==> config.mk <==
export PLATFORM = sky130hd
export DESIGN_NAME = cdps_cordic_cell
export DESIGN_NICKNAME = d
export VERILOG_FILES = /design/src/rtl/core/cdps_pkg.sv /design/src/rtl/core/cdps_cordic_cell.sv
export SDC_FILE = /design/constraint.sdc
export NUM_CORES = 1
export LEC_CHECK = 0
export ABC_CLOCK_PERIOD_IN_PS = 3330
export BUFFER_PORTS_ARGS = -buffer_cell sky130_fd_sc_hd__buf_2
export CAP_MARGIN = 20
export CORE_ASPECT_RATIO = 1.1
export CORE_UTILIZATION = 49
export CTS_CLUSTER_SIZE = 14
export DETAILED_ROUTE_END_ITERATION = 10
export GPL_TIMING_DRIVEN = 0
export MAX_ROUTING_LAYER = met4
export PLACE_DENSITY = 0.86
export REMOVE_ABC_BUFFERS = 1
export SLEW_MARGIN = 25
export SYNTH_ARGS = -nofsm -noshare
export SYNTH_HDL_FRONTEND = slang
export SYNTH_SLANG_ARGS = --single-unit
==> constraint.sdc <==
create_clock -name clk -period 3.33 [get_ports clk]
set_input_delay 0.666 -clock clk [delete_from_list [all_inputs] [get_ports clk]]
set_output_delay 0.666 -clock clk [all_outputs]
set_load 0.01 [all_outputs]
==> src/rtl/core/cdps_pkg.sv <==
`timescale 1ns / 1ps

package cdps_pkg;

  typedef struct packed {
    logic [15:0] sample_u;
    logic [15:0] sample_v;
  } sample_t;

  typedef struct packed {
    logic signed [31:0] point_x;
    logic signed [31:0] point_y;
    logic signed [31:0] point_z;
  } point_t;

  typedef enum logic [2:0] {
    REG_CENTER_X    = 3'd0,
    REG_CENTER_Y    = 3'd1,
    REG_CENTER_Z    = 3'd2,
    REG_DISK_RADIUS = 3'd3,
    REG_AXIS_U      = 3'd4,
    REG_AXIS_V      = 3'd5
  } cfg_reg_t;

  localparam int QBITS = 17;
  localparam int MAG_W = 17;
  localparam int REM_W = 18;
  localparam int XY_W  = 34;
  localparam int Z_W   = 33;

  localparam logic signed [XY_W-1:0] GAIN = 34'sd652032874;

  localparam int ATAN_ENTRIES = 30;
  localparam logic [29:0] ATAN_TAB [ATAN_ENTRIES] = '{
    30'd536870912, 30'd316933406, 30'd167458907, 30'd85004756, 30'd42667331,
    30'd21354465, 30'd10679838, 30'd5340245, 30'd2670163, 30'd1335087,
    30'd667544, 30'd333772, 30'd166886, 30'd83443, 30'd41722,
    30'd20861, 30'd10430, 30'd5215, 30'd2608, 30'd1304,
    30'd652, 30'd326, 30'd163, 30'd81, 30'd41,
    30'd20, 30'd10, 30'd5, 30'd3, 30'd1
  };

endpackage

==> src/rtl/core/cdps_cordic_cell.sv <==
`timescale 1ns / 1ps

module cdps_cordic_cell
  import cdps_pkg::*;
#(
  parameter int STAGE  = 0,
  parameter int SIDE_W = 19
) (
  input  logic                   clk,
  input  logic                   rst,
  input  logic                   en,
  input  logic                   valid_in,
  input  logic signed [XY_W-1:0] x_in,
  input  logic signed [XY_W-1:0] y_in,
  input  logic signed [Z_W-1:0]  z_in,
  input  logic [SIDE_W-1:0]      side_in,
  output logic                   valid_out,
  output logic signed [XY_W-1:0] x_out,
  output logic signed [XY_W-1:0] y_out,
  output logic signed [Z_W-1:0]  z_out,
  output logic [SIDE_W-1:0]      side_out
);

  localparam logic signed [Z_W-1:0] ANG = $signed({{(Z_W-30){1'b0}}, ATAN_TAB[STAGE]});

  logic signed [XY_W-1:0] dx;
  logic signed [XY_W-1:0] dy;

  always_comb begin
    dx = y_in >>> STAGE;
    dy = x_in >>> STAGE;
  end

  always_ff @(posedge clk) begin
    if (rst) begin
      valid_out <= 1'b0;
    end else if (en) begin
      valid_out <= valid_in;
    end
  end

  always_ff @(posedge clk) begin
    if (en) begin
      if (!z_in[Z_W-1]) begin
        x_out <= x_in - dx;
        y_out <= y_in + dy;
        z_out <= z_in - ANG;
      end else begin
        x_out <= x_in + dx;
        y_out <= y_in - dy;
        z_out <= z_in + ANG;
      end
      side_out <= side_in;
    end
  end

endmodule

==> results.tsv <==
metric	value	unit
status	complete, no violations	
internal power	3.62	mW
io pins	245	
Post-route DRC	0	
vias per cell	5.86	
crit-path cells	buf_2 > inv_2 > ha_4 > or4_4 > or3_4 > a311oi_4 > or3_4 > o21ai_4 > a21oi_4 > a31oi_4 > buf_6 > o31ai_2 > xnor2_1	
final setup margin	0.0273	ns
Die Wd	135	um
Buffers & Inverters on Critical Path	3	
largest family of logic cells by synthesized area	compound AO/OA/AOI/OAI gates	
compound-gate portion of the synthesized area	0.230	
clock sinks	120	
share of cells above drive strength 1	0.299	
per-cell routed wire length	19.5	um
crit path launch type	primary input	
Worst Hold Class	primary input to register	
Reg clk slew, reported paths	0.06	ns
final WL	30400	um
final core occ	0.639	
drt pass-1 iters	6	
Seq pwr share	0.350	
Final Hold Vio Count	0	
gpl congestion	0.949	
first-pass GRT wire length	44900	um
final setup vio count	0	
Final min period	3.30	ns
Layout Skew	0	ns
stages on the worst setup path	13	
post-synthesis cell type count	76	
Initial Util	0.501	
TritonCTS buffer count	17	
CP endpoint kind	register	
wire length on met2	14800	um
setup slack at placement	-0.922	ns
largest net degree at the start of global routing	84	
Worst-Skew Late Latency	0.43	ns
post-DP HPWL	22200	um
std cell rows	53	
Peak supply drop	377	uV
Via Count	9111	
Simple-Gate Fraction of Synth Area	0.120	
area grow syn2layout	27.4	%
Pwr per Cell Area	461	nW/um^2
Worst-Margin Slew	0.852	ns
WL met3	2310	um
final-stage net count	1522	
Core Area	19100	sq um
xor and xnor area share after synthesis	0.0567	
Post-Syn Area per Cell	9.18	sq um
CP arrival	3.48	ns
Max-slew headroom	0.431	
EDFF count, synth	119	
Psw	2.01	mW
GR Util All Layers	0.301	
Sw Share	0.356	
Logic pwr share	0.319	
Synth Instances	1043	
Clk pwr share	0.332	
CTS root buf	clkbuf_16	
fin. max-slew vios	0	
R2R depth	2	
crit-path max cell delay	0.55	ns
Lkg Pwr	5.30	nW
Crit path max-delay family	simple AND/OR/NAND/NOR gates	
fmax	303	MHz
YS warnings	0	
critical path's slowest cell	or4_4	
Cells on Worst Hold Path	2	
period utilisation layout	0.992	
worst-path fanout max	6	
Layout fillers	1614	
initial antenna violation count	1	
chip height	149	um
Crit path required time	3.50	ns
post-route insts no fill	1555	
Synth Area in Adders	0.140	
FFs w/ async S/R, synth	0	
Placed Cells	1491	
CTS tree	built	
CTS H-Tree Depth	4	
Post-Route M1 WL	11900	um
Seq/Total Area, Yosys	0.375	
Top FF cell, synth	edfxtp_1	
antenna viol nets, final	0	
#FFs+latches synth	120	
vias in the first global route	8460	
crit path kind	primary input to register	
mapped cell area	9570	sq um
Max Used Layer	met4	
multiplexer share of the synthesized area	0.0159	
clk buf depth	2	
die area	20100	sq um
most frequent CP cell	or3_4	
initial drt markers	919	
GRT Residual Overflow	0	
IO Port Bufs	244	
Max Cap Viol	0	
## metrics by stage
step | instance area [sq um] | power [mW] | setup TNS, ns | hold WS [ns]
floorplan | 9390 | 2.97 | -0.901 | 0.528
global placement | 10900 | 3.57 | -35.00 | 0.470
detailed placement | 11000 | 3.60 | -26.31 | 0.533
CTS | 11800 | 5.51 | 0 | 0.393
global route | 12200 | 5.85 | -0.234 | 0.388
finish | 12200 | 5.63 | 0 | 0.397
## cells by family after synthesis
kind of cell | after synthesis
buf+inv | 152
flops | 120
mux | 15
xor+xnor | 62
fa+ha+maj | 105
simple gates | 250
compound gates | 339
## placed cells by master, fill, tap and decap left out, types with 10 or more instances in the layout
cell	synthesis	layout
buf_2	4	242
a21oi_1	127	120
edfxtp_1	119	119
inv_1	103	97
nor2_1	89	89
ha_1	101	86
nand2_1	68	68
o21ai_0	66	64
xnor2_1	53	53
buf_4	2	29
nor3_1	22	21
clkbuf_16	0	17
o21bai_1	16	16
nand4_1	14	14
a21o_1	12	12
mux2i_1	13	12
nand2b_1	11	11
nand3_1	11	11
ha_4	0	11
o211ai_1	10	10
## flip-flops by register name, indices dropped and copies added, names as in the netlist
signal     count
y_out         33
x_out         34
z_out         33
side_out      19
valid_out      1
## cell usage after synthesis (4+ instances only)
master / count / share of area
a21boi_0: 4 / 0.0031
a221oi_1: 5 / 0.0046
buf_1: 9 / 0.0035
o21bai_1: 16 / 0.013
edfxtp_1: 119 / 0.37
clkbuf_1: 29 / 0.011
nand2_1: 68 / 0.027
or3_1: 4 / 0.0026
buf_2: 4 / 0.0021
or2_2: 6 / 0.0039
a211o_1: 4 / 0.0037
o41ai_1: 6 / 0.0055
inv_1: 103 / 0.040
o21ba_2: 5 / 0.0052
xnor2_1: 53 / 0.048
nand3_1: 11 / 0.0057
a2111oi_0: 6 / 0.0055
a21o_1: 12 / 0.0094
fa_1: 4 / 0.0084
xor2_1: 9 / 0.0082
o21ai_0: 66 / 0.035
nor2b_1: 5 / 0.0033
nand4_1: 14 / 0.0091
o21ai_1: 8 / 0.0042
nand3b_1: 5 / 0.0039
o31ai_1: 8 / 0.0063
nand2b_1: 11 / 0.0072
a31oi_1: 4 / 0.0026
a21oi_1: 127 / 0.066
nor2_1: 89 / 0.035
a211oi_1: 11 / 0.0086
ha_1: 101 / 0.13
mux2i_1: 13 / 0.014
nor3_1: 22 / 0.012
o211ai_1: 10 / 0.0078
o21a_1: 8 / 0.0063
nor4_1: 4 / 0.0026
## layer usage
layer | vias up | track usage
met2 | 485 | 0.499
met5 | - | -
met1 | 4259 | 0.354
li1 | 4256 | -
met4 | 0 | 0.154
met3 | 111 | 0.0450
## final cells by class
type / instances / area, sq um / area share
Tap cell: 247 / 309 / 0.0253
Sequential cell: 120 / 3590 / 0.295
Clock inverter: 15 / 154 / 0.0126
Timing Repair Buffer: 276 / 1530 / 0.125
Inverter: 107 / 412 / 0.0337
Antenna cell: 2 / 5.00 / 0.000410
Multi-Input combinational cell: 771 / 5780 / 0.473
Clock buffer: 17 / 425 / 0.0349
## timing repair
| item | 4_1_cts | 5_1_grt |
|---|---|---|
| pin swaps | 13 | 15 |
| resized for setup | 39 | 38 |
| endpoints found under the setup margin | 32 | 23 |
| setup buffers | 8 | 22 |
| hold buffers | 0 | 0 |
## power groups by stage
stage / Clock (mW) / Combinational (mW) / Sequential, mW
2_1_floorplan: 0 / 0.859 / 2.11
3_3_place_gp: 0 / 1.57 / 2.00
3_5_place_dp: 0 / 1.60 / 2.00
4_1_cts: 1.87 / 1.67 / 1.97
5_1_grt: 1.94 / 1.93 / 1.99
6_report: 1.87 / 1.79 / 1.97
## final timing paths
kind / startpoint / to / slack [ns]
worst max-delay path: x_in[14] / x_out[32]$_DFFE_PP_ / 0.03
worst min-delay path: rst / valid_out$_SDFFE_PP0P_ / 0.40
worst max register to register: valid_out$_SDFFE_PP0P_ / valid_out$_SDFFE_PP0P_ / 2.73
worst min register to register: valid_out$_SDFFE_PP0P_ / valid_out$_SDFFE_PP0P_ / 0.53
Note: power is estimated with default switching activity, not from simulation.
