`config.mk`:
```
export PLATFORM = sky130hd
export DESIGN_NAME = cdps_div_cell
export DESIGN_NICKNAME = d
export VERILOG_FILES = /design/src/rtl/core/cdps_pkg.sv /design/src/rtl/core/cdps_div_cell.sv
export SDC_FILE = /design/constraint.sdc
export NUM_CORES = 1
export LEC_CHECK = 0
export BUFFER_PORTS_ARGS = -buffer_cell sky130_fd_sc_hd__buf_4
export CAP_MARGIN = 20
export CORE_MARGIN = 1.5
export CORE_UTILIZATION = 50
export DETAILED_ROUTE_END_ITERATION = 8
export PLACE_DENSITY = 0.9
export SLEW_MARGIN = 10
export SYNTH_ARGS = -nofsm -noshare
export SYNTH_HDL_FRONTEND = slang
export SYNTH_SLANG_ARGS = --single-unit
```
`constraint.sdc`:
```
create_clock -name clk -period 5 [get_ports clk]
set_input_delay 0.5 -clock clk [delete_from_list [all_inputs] [get_ports clk]]
set_output_delay 0.5 -clock clk [all_outputs]
set_load 0.1 [all_outputs]
```
`src/rtl/core/cdps_pkg.sv`:
```
`timescale 1ns / 1ps

package cdps_pkg;

  typedef struct packed {
    logic [15:0] sample_u;
    logic [15:0] sample_v;
  } sample_t;

  typedef struct packed {
    logic signed [31:0] point_x;
    logic signed [31:0] point_y;
    logic signed [31:0] point_z;
  } point_t;

  typedef enum logic [2:0] {
    REG_CENTER_X    = 3'd0,
    REG_CENTER_Y    = 3'd1,
    REG_CENTER_Z    = 3'd2,
    REG_DISK_RADIUS = 3'd3,
    REG_AXIS_U      = 3'd4,
    REG_AXIS_V      = 3'd5
  } cfg_reg_t;

  localparam int QBITS = 17;
  localparam int MAG_W = 17;
  localparam int REM_W = 18;
  localparam int XY_W  = 34;
  localparam int Z_W   = 33;

  localparam logic signed [XY_W-1:0] GAIN = 34'sd652032874;

  localparam int ATAN_ENTRIES = 30;
  localparam logic [29:0] ATAN_TAB [ATAN_ENTRIES] = '{
    30'd536870912, 30'd316933406, 30'd167458907, 30'd85004756, 30'd42667331,
    30'd21354465, 30'd10679838, 30'd5340245, 30'd2670163, 30'd1335087,
    30'd667544, 30'd333772, 30'd166886, 30'd83443, 30'd41722,
    30'd20861, 30'd10430, 30'd5215, 30'd2608, 30'd1304,
    30'd652, 30'd326, 30'd163, 30'd81, 30'd41,
    30'd20, 30'd10, 30'd5, 30'd3, 30'd1
  };

endpackage

```
`src/rtl/core/cdps_div_cell.sv`:
```
`timescale 1ns / 1ps

module cdps_div_cell
  import cdps_pkg::*;
#(
  parameter int SIDE_W = 21
) (
  input  logic              clk,
  input  logic              rst,
  input  logic              en,
  input  logic              valid_in,
  input  logic [REM_W-1:0]  rem_in,
  input  logic [MAG_W-1:0]  div_in,
  input  logic [QBITS-1:0]  quo_in,
  input  logic [SIDE_W-1:0] side_in,
  output logic              valid_out,
  output logic [REM_W-1:0]  rem_out,
  output logic [MAG_W-1:0]  div_out,
  output logic [QBITS-1:0]  quo_out,
  output logic [SIDE_W-1:0] side_out
);

  logic             ge;
  logic [REM_W-1:0] diff;
  logic [REM_W-1:0] rem_keep;

  always_comb begin
    ge       = rem_in >= {1'b0, div_in};
    diff     = rem_in - {1'b0, div_in};
    rem_keep = ge ? diff : rem_in;
  end

  always_ff @(posedge clk) begin
    if (rst) begin
      valid_out <= 1'b0;
    end else if (en) begin
      valid_out <= valid_in;
    end
  end

  always_ff @(posedge clk) begin
    if (en) begin
      rem_out  <= {rem_keep[REM_W-2:0], 1'b0};
      div_out  <= div_in;
      quo_out  <= {quo_in[QBITS-2:0], ge};
      side_out <= side_in;
    end
  end

endmodule

```
==> results list, run 1 <==
- Time the final worst path needs with I/O delays and setup: 2.67 ns
* Postcts setup bufs: 0
- Number of warning messages in the yosys log: 0
- Summed over all nets, the switching power comes to 0.000792 W.
* Leakage power summed over all cells: 2.07 nW
- Leading post-synthesis cells by cell area: sky130_fd_sc_hd__edfxtp_1 65%, sky130_fd_sc_hd__ha_1 6.4%, sky130_fd_sc_hd__inv_1 2.6%
- Of all flip-flops after synthesis, the portion carrying an async set or reset was 0%.
* Top fanout value on the critical path: 23
* Synth Area in Compound Gates: 12.4%
* Number of setup violations in the final report: 0
- Routability-driven placement finished with a final weighted congestion of 0.828.
* Amount of wire on met3 after detailed routing: 738 um
- Most numerous cell types in the synthesized netlist: 72 x sky130_fd_sc_hd__edfxtp_1, 23 x sky130_fd_sc_hd__inv_1, 23 x sky130_fd_sc_hd__nand2_1, 17 x sky130_fd_sc_hd__ha_1, 13 x sky130_fd_sc_hd__a21oi_1
- Number of antenna violations at the first check in global routing: 0
- Root Driver: sky130_fd_sc_hd__clkbuf_8
* Floorplan die area: 7120 um2
* Cell-by-cell trace of the critical path: buf_4 -> inv_1 -> ha_1 -> inv_1 -> fa_1 -> a21oi_1 -> or3_4 -> a2111oi_4 -> nor3_4 -> buf_4 -> o21ai_1
- Outcome: finished, final reports clean
* Skew-Pair Late Insertion Delay: around 0.34 ns
- Placed instance count: around 460
- Of the total power, registers draw 39.2%.
* Total length of routed wires: 8930 um
- Cells with a size suffix above 1 make up 43.4% of the layout.
- Data arrives at the worst endpoint at 2.75 ns.
- After synthesis, the mean cell area works out to 13.7 um2.
- The die is 84.4 um wide.
* Post-synthesis instance area: 3310 um2
- Residual overflow from global routing: 0
- Setup repair after global routing left no endpoint under its margin.
- The detailed router finished its first iteration with 176 violations.
- Final routed DRC violation total: 0
- The first global-routing pass estimated 13000 um of wire.
* Combinational family with the most area after synthesis: compound AO/OA/AOI/OAI gates
- Via Count: 2575
* Number of H-tree levels: 3
* Post-synthesis cell type with the largest combined area: sky130_fd_sc_hd__edfxtp_1
- The net count of the finished layout is ~490.
- Summing the areas of all fa, ha and maj instances in the mapped netlist gives 7.02% of the synthesized area.
- Timing would allow up to 374 MHz.
- TritonRoute pass-1 iters: 4
- In the final timing run, aggregate negative setup slack is 0 ns.
- After detailed routing, the wire length on met1 is 3280 um.
* TritonCTS clock tree: yes
* Starting density of the core: approximately 52%
* Leading cell type by number of instances after synthesis: sky130_fd_sc_hd__edfxtp_1
- Placeable core area: 6390 um2
- Part of the total power dissipated in the clock network: 23.7%
* Number of maximum-capacitance violations: 0
- Worst hold path type: primary input to register
* Portion of synthesized cell area occupied by the leading cell type: 65.3%
* I/O Buffers: between 100 and 150
- After detailed routing, the average wire length per cell comes to 18.6 um.
- After synthesis, the netlist uses 46 different library cells.
- After detailed routing, the number of vias per cell comes to 5.36.
- Final critical-path share of the clock period: 53.5%
- Number of clock sinks: 73
- At the placement stage, the worst setup path has a slack of ~2.0 ns.
* Overall track demand over capacity in global routing: 24.3%
- Highest signal layer in the routed design: met4
- Cell internal power was estimated by the tool at 0.00115 W.
* Data required, critical path: 5.08 ns
- The count of nets left with antenna violations once routing finished came out at 0.
* Cell row count: 29
* WL met2: 4690 um
- The clock passes through at most 2 buffers.
- The floorplan step set the die height to between 80 and 90 um.
- Summing the areas of all xor and xnor instances in the mapped netlist gives 2.64% of the synthesized area.
- After legalization and detailed placement, the total HPWL measured 6770 um.
* Total count of max-transition violations in the final report: 0
* Final worst clock skew: 0 ns
- Post-CTS repair changed the size of 0 cells.
- Counting every instance in the synthesized netlist gives ~240.
* Multiplexer share of the synthesized area: 0.944%
- Switching Fraction: between 40% and 50%
- Number of buffers added to fix hold violations after cts: 0
- Top-level port count: roughly 150
- R2R Setup Slk: 4.24 ns
- Relative to the synthesized area, the layout overhead comes to 42.0%.
- Cell area power density: 413 nW/um2
- After synthesis the netlist holds a flip-flop and latch count of 73.
* Area share of and/or/nand/nor cells after synthesis: 7.59%
* IR drop worst, VDD: 0.000301 V
- Entering global routing, the biggest net connects 74 pins.
- Path type of the worst setup path: primary input to register
- In the post-route analysis, the smallest setup slack over all paths is roughly 2.3 ns.
- The largest individual stage delay along the critical path comes from the cell sky130_fd_sc_hd__nor3_4.
- At the pin with the least slew margin, the transition time is 0.905 ns.
- The number of global-route vias before repair is between 2000 and 3000.
* Normalized max-slew margin: between 30% and 40%
- Share of the yosys chip area belonging to registers: 65.9%
- Counting the buffers created by CTS gives 9.
* Hold violation count in the final report: 0
* Primary FF master, synth: sky130_fd_sc_hd__edfxtp_1
- STA classifies the critical path startpoint as a primary input.
- Number of inserted diodes: 0
- Share of total power in combinational logic: 37.1%
* Kind of capture point of the worst setup path: register
- After clock tree synthesis, the clock-pin slew on the worst setup and hold paths is 0.08 ns.
- Synthesis produced a netlist with a net count of 337.
- Non-filler instance count after layout: 480
* Maximum cell stage delay along the critical path: 0.43 ns
* Number of enable flip-flop cells after synthesis: 72
-- critical path: cells and delay by family --
kind | cells | cell delay (ns)
AND/OR/NAND/NOR | 2 | 0.64
adder cells (fa/ha/maj) | 2 | 0.57
buffers and inverters | 4 | 0.55
AO/OA/AOI/OAI | 3 | 0.49
-- power by group through the flow --
stage,registers (W),clock network (W),logic (W)
2_1_floorplan,0.00119,0,0.000120
6_report,0.000762,0.000461,0.000722
4_1_cts,0.000763,0.000469,0.000721
3_5_place_dp,0.000774,0,0.000720
5_1_grt,0.000767,0.000488,0.000744
3_3_place_gp,0.000770,0,0.000705
-- per-layer routing --
metal	global-route usage [%]	vias up
met5	0	-
li1	-	1210
met2	43.0	135
met3	8.06	18
met1	27.5	1212
met4	8.80	0
-- state kept, by name (all words and copies together) (netlist names) --
register,flops
side_out,21
div_out,17
quo_out,17
rem_out,17
valid_out,1
-- layout by cell type, fill, tap and decap left out, types with 2 or more instances in the layout --
| cell | n |
|---|---|
| sky130_fd_sc_hd__a211oi_1 | 3 |
| sky130_fd_sc_hd__a21boi_0 | 2 |
| sky130_fd_sc_hd__buf_4 | 149 |
| sky130_fd_sc_hd__o21a_1 | 2 |
| sky130_fd_sc_hd__nand2b_1 | 3 |
| sky130_fd_sc_hd__edfxtp_1 | 72 |
| sky130_fd_sc_hd__clkinv_2 | 2 |
| sky130_fd_sc_hd__o21ai_1 | 12 |
| sky130_fd_sc_hd__a21oi_1 | 13 |
| sky130_fd_sc_hd__or3_1 | 3 |
| sky130_fd_sc_hd__o21ai_0 | 8 |
| sky130_fd_sc_hd__xor2_1 | 5 |
| sky130_fd_sc_hd__clkbuf_8 | 10 |
| sky130_fd_sc_hd__mux2i_1 | 2 |
| sky130_fd_sc_hd__nor2b_1 | 2 |
| sky130_fd_sc_hd__a21o_1 | 6 |
| sky130_fd_sc_hd__xnor2_1 | 5 |
| sky130_fd_sc_hd__nor2_1 | 7 |
| sky130_fd_sc_hd__nor3_1 | 4 |
| sky130_fd_sc_hd__inv_1 | 23 |
| sky130_fd_sc_hd__o31ai_1 | 2 |
| sky130_fd_sc_hd__nand2_1 | 23 |
| sky130_fd_sc_hd__o31ai_2 | 2 |
| sky130_fd_sc_hd__nand3_1 | 2 |
| sky130_fd_sc_hd__ha_1 | 17 |
-- path summary, 6_finish.rpt --
path / start / endpoint / cells after the start
setup / recovery: rem_in[0] / rem_out[10]$_DFFE_PP_ / 11
hold reg to reg: valid_out$_SDFFE_PP0P_ / valid_out$_SDFFE_PP0P_ / 2
setup reg to reg: valid_out$_SDFFE_PP0P_ / valid_out$_SDFFE_PP0P_ / 2
hold / removal: quo_in[8] / quo_out[9]$_DFFE_PP_ / 1
-- per-stage QoR --
step	area [um2]	util (%)	hold slack [ns]	total power, W
after floorplan	3310	-	0.572	0.00131
after global placement	4510	70.6	0.479	0.00147
after detailed placement	4510	70.6	0.622	0.00149
after CTS	4700	73.7	0.308	0.00195
after global routing	4700	73.7	0.308	0.00200
final	4700	73.7	0.323	0.00194
-- cell type report --
cell class	count	area, um2
sequential	73	2180
fill	401	1680
timing repair buffer	149	1120
multi-input combinational	142	1020
clock buffer	11	141
tap	77	96.3
inverter	23	86.3
clock inverter	5	56.3
-- logic make-up after synthesis --
family | after synthesis
flip-flops | 73
AND/OR/NAND/NOR | 51
other | 1
AO/OA/AOI/OAI | 59
multiplexers | 3
adder cells (fa/ha/maj) | 18
XOR/XNOR | 10
buffers and inverters | 27
No activity file was read; power rests on OpenSTA's default activity.
==> run 2, diff against run 1 <==
--- a/config.mk
+++ b/config.mk
@@ -8,9 +8,9 @@
 export BUFFER_PORTS_ARGS = -buffer_cell sky130_fd_sc_hd__buf_4
 export CAP_MARGIN = 20
 export CORE_MARGIN = 1.5
-export CORE_UTILIZATION = 50
+export CORE_UTILIZATION = 42
 export DETAILED_ROUTE_END_ITERATION = 8
-export PLACE_DENSITY = 0.9
+export PLACE_DENSITY = 0.81
 export SLEW_MARGIN = 10
 export SYNTH_ARGS = -nofsm -noshare
 export SYNTH_HDL_FRONTEND = slang
==> constraint.sdc (replaced) <==
create_clock -name clk -period 2.3 [get_ports clk]
set_input_delay 0.23 -clock clk [delete_from_list [all_inputs] [get_ports clk]]
set_output_delay 0.23 -clock clk [all_outputs]
set_load 0.1 [all_outputs]
==> run 2 against run 1 <==
  * Clock skew did not move
  * Design area rose by 4.9%
  * Power rose by 120%
  * Non-clock buffer count rose by 22
  * Count of clock-buffer cells in the layout fell by 2
  * Sequential power rose by 120%
  * Critical endpoint is now rem_out[7]$_DFFE_PP_
  * Via count fell by 1.0%
  * Cell count rose by 9.8%
  * Die area rose by 18%
  * Clock power rose by 140%
  * Largest power group unchanged
  * Critical path depth did not move
==> results list, run 2 (synthesis gave the netlist of run 1 again) <==
- Setup violations remaining at the end of the flow were counted as 0.
- Postcts setup bufs: 0
- Number of clock sinks: 73
- TritonCTS built the clock tree.
- Post-layout utilization of the core: 64.2%
- No sink is reached through more buffers than the 2 on the longest clock path.
* Number of buffers added to fix hold violations after cts: 0
- Share of total power in combinational logic: 36.7%
- The worst path in the final design needs a cycle of 2.02 ns, including I/O delays and setup.
- First-pass GRT wire length: between 10000 and 15000 um
- The register with the most flip-flops in the layout has 21 of them.
* Number of antenna violations at the first check in global routing: 0
- Global routing finished with a remaining overflow of 0.
- Cell row count: 32
- Kind of capture point of the worst setup path: register
- The area growth from synthesis to layout is 48.9%.
* Unrepaired setup endpoints after global routing: no
- Total length of routed wires: 8660 um
- Skew-Pair Late Insertion Delay: 0.34 ns
* Die height: just over 90 um
- The number of gates resized after CTS was 0.
- Total count of max-transition violations in the final report: 0
- Top fanout value on the critical path: 12
* Filler cell count in the final layout: 589
- In this run the power spent charging and discharging nets is 0.00175 W.
- Data required, critical path: 2.39 ns
- Floorplan die area: 8430 um2
- Normalized max-slew margin: about two thirds
- TritonRoute pass-1 iters: 4
* Maximum number of pins on one net before global-route repair: 39
* Via Count: between 2000 and 3000
- The count of nets left with antenna violations once routing finished came out at 0.
- Part of the total power dissipated in the clock network: between 20% and 30%
* Internal power component: 0.00263 W
- TritonCTS Buffers: 9
- Once the floorplan was initialized, standard cells occupied 43.1% of the core.
* Most frequent standard cell in the layout excluding fill and tap cells: sky130_fd_sc_hd__buf_4
* Placeable core area: around 7700 um2
* Overall track demand over capacity in global routing: slightly above 20%
- Worst hold path type: primary input to register
* Horizontal extent of the die: 91.8 um
* Cell area power density: 886 nW/um2
- Of the available clock period, the critical path in the final layout requires 88.0%.
- In the layout the commonest cells are 170 x sky130_fd_sc_hd__buf_4, 72 x sky130_fd_sc_hd__edfxtp_1, 23 x sky130_fd_sc_hd__inv_1, 23 x sky130_fd_sc_hd__nand2_1, 17 x sky130_fd_sc_hd__ha_1.
- Clock slew at reported path FFs: 0.08 ns
- Fraction of final layout cells with drive strength greater than 1: 46.4%
* I/O Buffers: 148
- Number of global-route vias before repair: 2571
- The critical path is of the primary input to register type.
- Final worst clock skew: 0 ns
* Outcome: finished, final reports clean
* Worst path arrival time: roughly 2.1 ns
- The finished layout holds 527 standard cells, fillers aside.
- Net switching is between 30 and 40% of the power.
- Root Driver: sky130_fd_sc_hd__clkbuf_8
- Placed instance count: 511
- Detailed Route Iter0 Violations: roughly 100
- At the end of routability-driven placement, the weighted congestion stood at 0.820.
- Number of nets in the final layout: 515
* Largest reg by FF count: side_out
- Final routed DRC violation total: 0
* Number of inserted diodes: 0
* Worst slew pin tran: 0.510 ns
* Number of H-tree levels: 3
- Type of element launching the critical path: primary input
- Sequential fraction of design power: 37.8%
- Dividing the detail-routed via count by the number of cells gives approximately 4.8.
* Number of maximum-capacitance violations: 0
* Timing-limited maximum frequency: 494 MHz
- IR analysis of the VDD net gives a maximum drop of 0.000326 V.
- Dividing the detail-routed wire length by the instance count gives around 16 um.
- Once detailed placement completed, the half-perimeter wirelength came to 6440 um.
- The final number of hold-violating endpoints came to 0.
- Leakage power summed over all cells: 2.18 nW
* Top-level port count: 151
run 2: area by class of cell:
class	instances	area (um2)	area share, %
inverter	23	86.3	1.75
timing repair buffer	171	1300	26.3
multi-input combinational	142	1020	20.7
clock inverter	7	93.8	1.90
clock buffer	9	124	2.51
tap	102	128	2.59
sequential	73	2180	44.2
run 2: worst paths after layout:
kind,start,end,slack (ns),cells after the start
setup / recovery,rem_in[0],rem_out[7]$_DFFE_PP_,0.28,11
hold reg to reg,valid_out$_SDFFE_PP0P_,valid_out$_SDFFE_PP0P_,0.58,2
setup reg to reg,valid_out$_SDFFE_PP0P_,valid_out$_SDFFE_PP0P_,1.65,2
hold / removal,side_in[11],side_out[11]$_DFFE_PP_,0.06,1
run 2: critical path, stage by stage:
cell and delay, ns:
sky130_fd_sc_hd__buf_4 0.11, sky130_fd_sc_hd__inv_1 0.05, sky130_fd_sc_hd__ha_1 0.15, sky130_fd_sc_hd__inv_1 0.05, sky130_fd_sc_hd__fa_1 0.39, sky130_fd_sc_hd__a21oi_1 0.21, sky130_fd_sc_hd__or3_4 0.18, sky130_fd_sc_hd__a2111oi_4 0.07
sky130_fd_sc_hd__nor3_4 0.31, sky130_fd_sc_hd__buf_4 0.25, sky130_fd_sc_hd__o21ai_1 0.12
run 2: power groups by stage:
stage	combinational [W]	clock, W	sequential [W]
after global placement	0.00158	0	0.00168
after detailed placement	0.00160	0	0.00168
final	0.00160	0.00111	0.00165
after floorplan	0.000260	0	0.00259
after CTS	0.00161	0.00113	0.00166
after global routing	0.00167	0.00120	0.00166
run 2: metrics by stage:
step	area [um2]	setup slack (ns)	power, W	hold WS [ns]	setup TNS [ns]
floorplan	3310	0.0425	0.00285	0.302	0
global placement	4720	-0.0599	0.00326	0.390	-0.173
detailed placement	4720	-0.0891	0.00329	0.406	-0.547
CTS	4930	0.280	0.00439	0.0423	0
global route	4930	0.113	0.00453	0.0358	0
finish	4930	0.275	0.00437	0.0564	0
run 2: per-layer routing:
metal	track usage, %	vias to the layer above	part of all wire, %
met5	0	-	0
met4	5.77	0	0.94
met3	7.96	9	9.0
met2	37.1	102	52
met1	22.6	1185	38
li1	-	1252	-
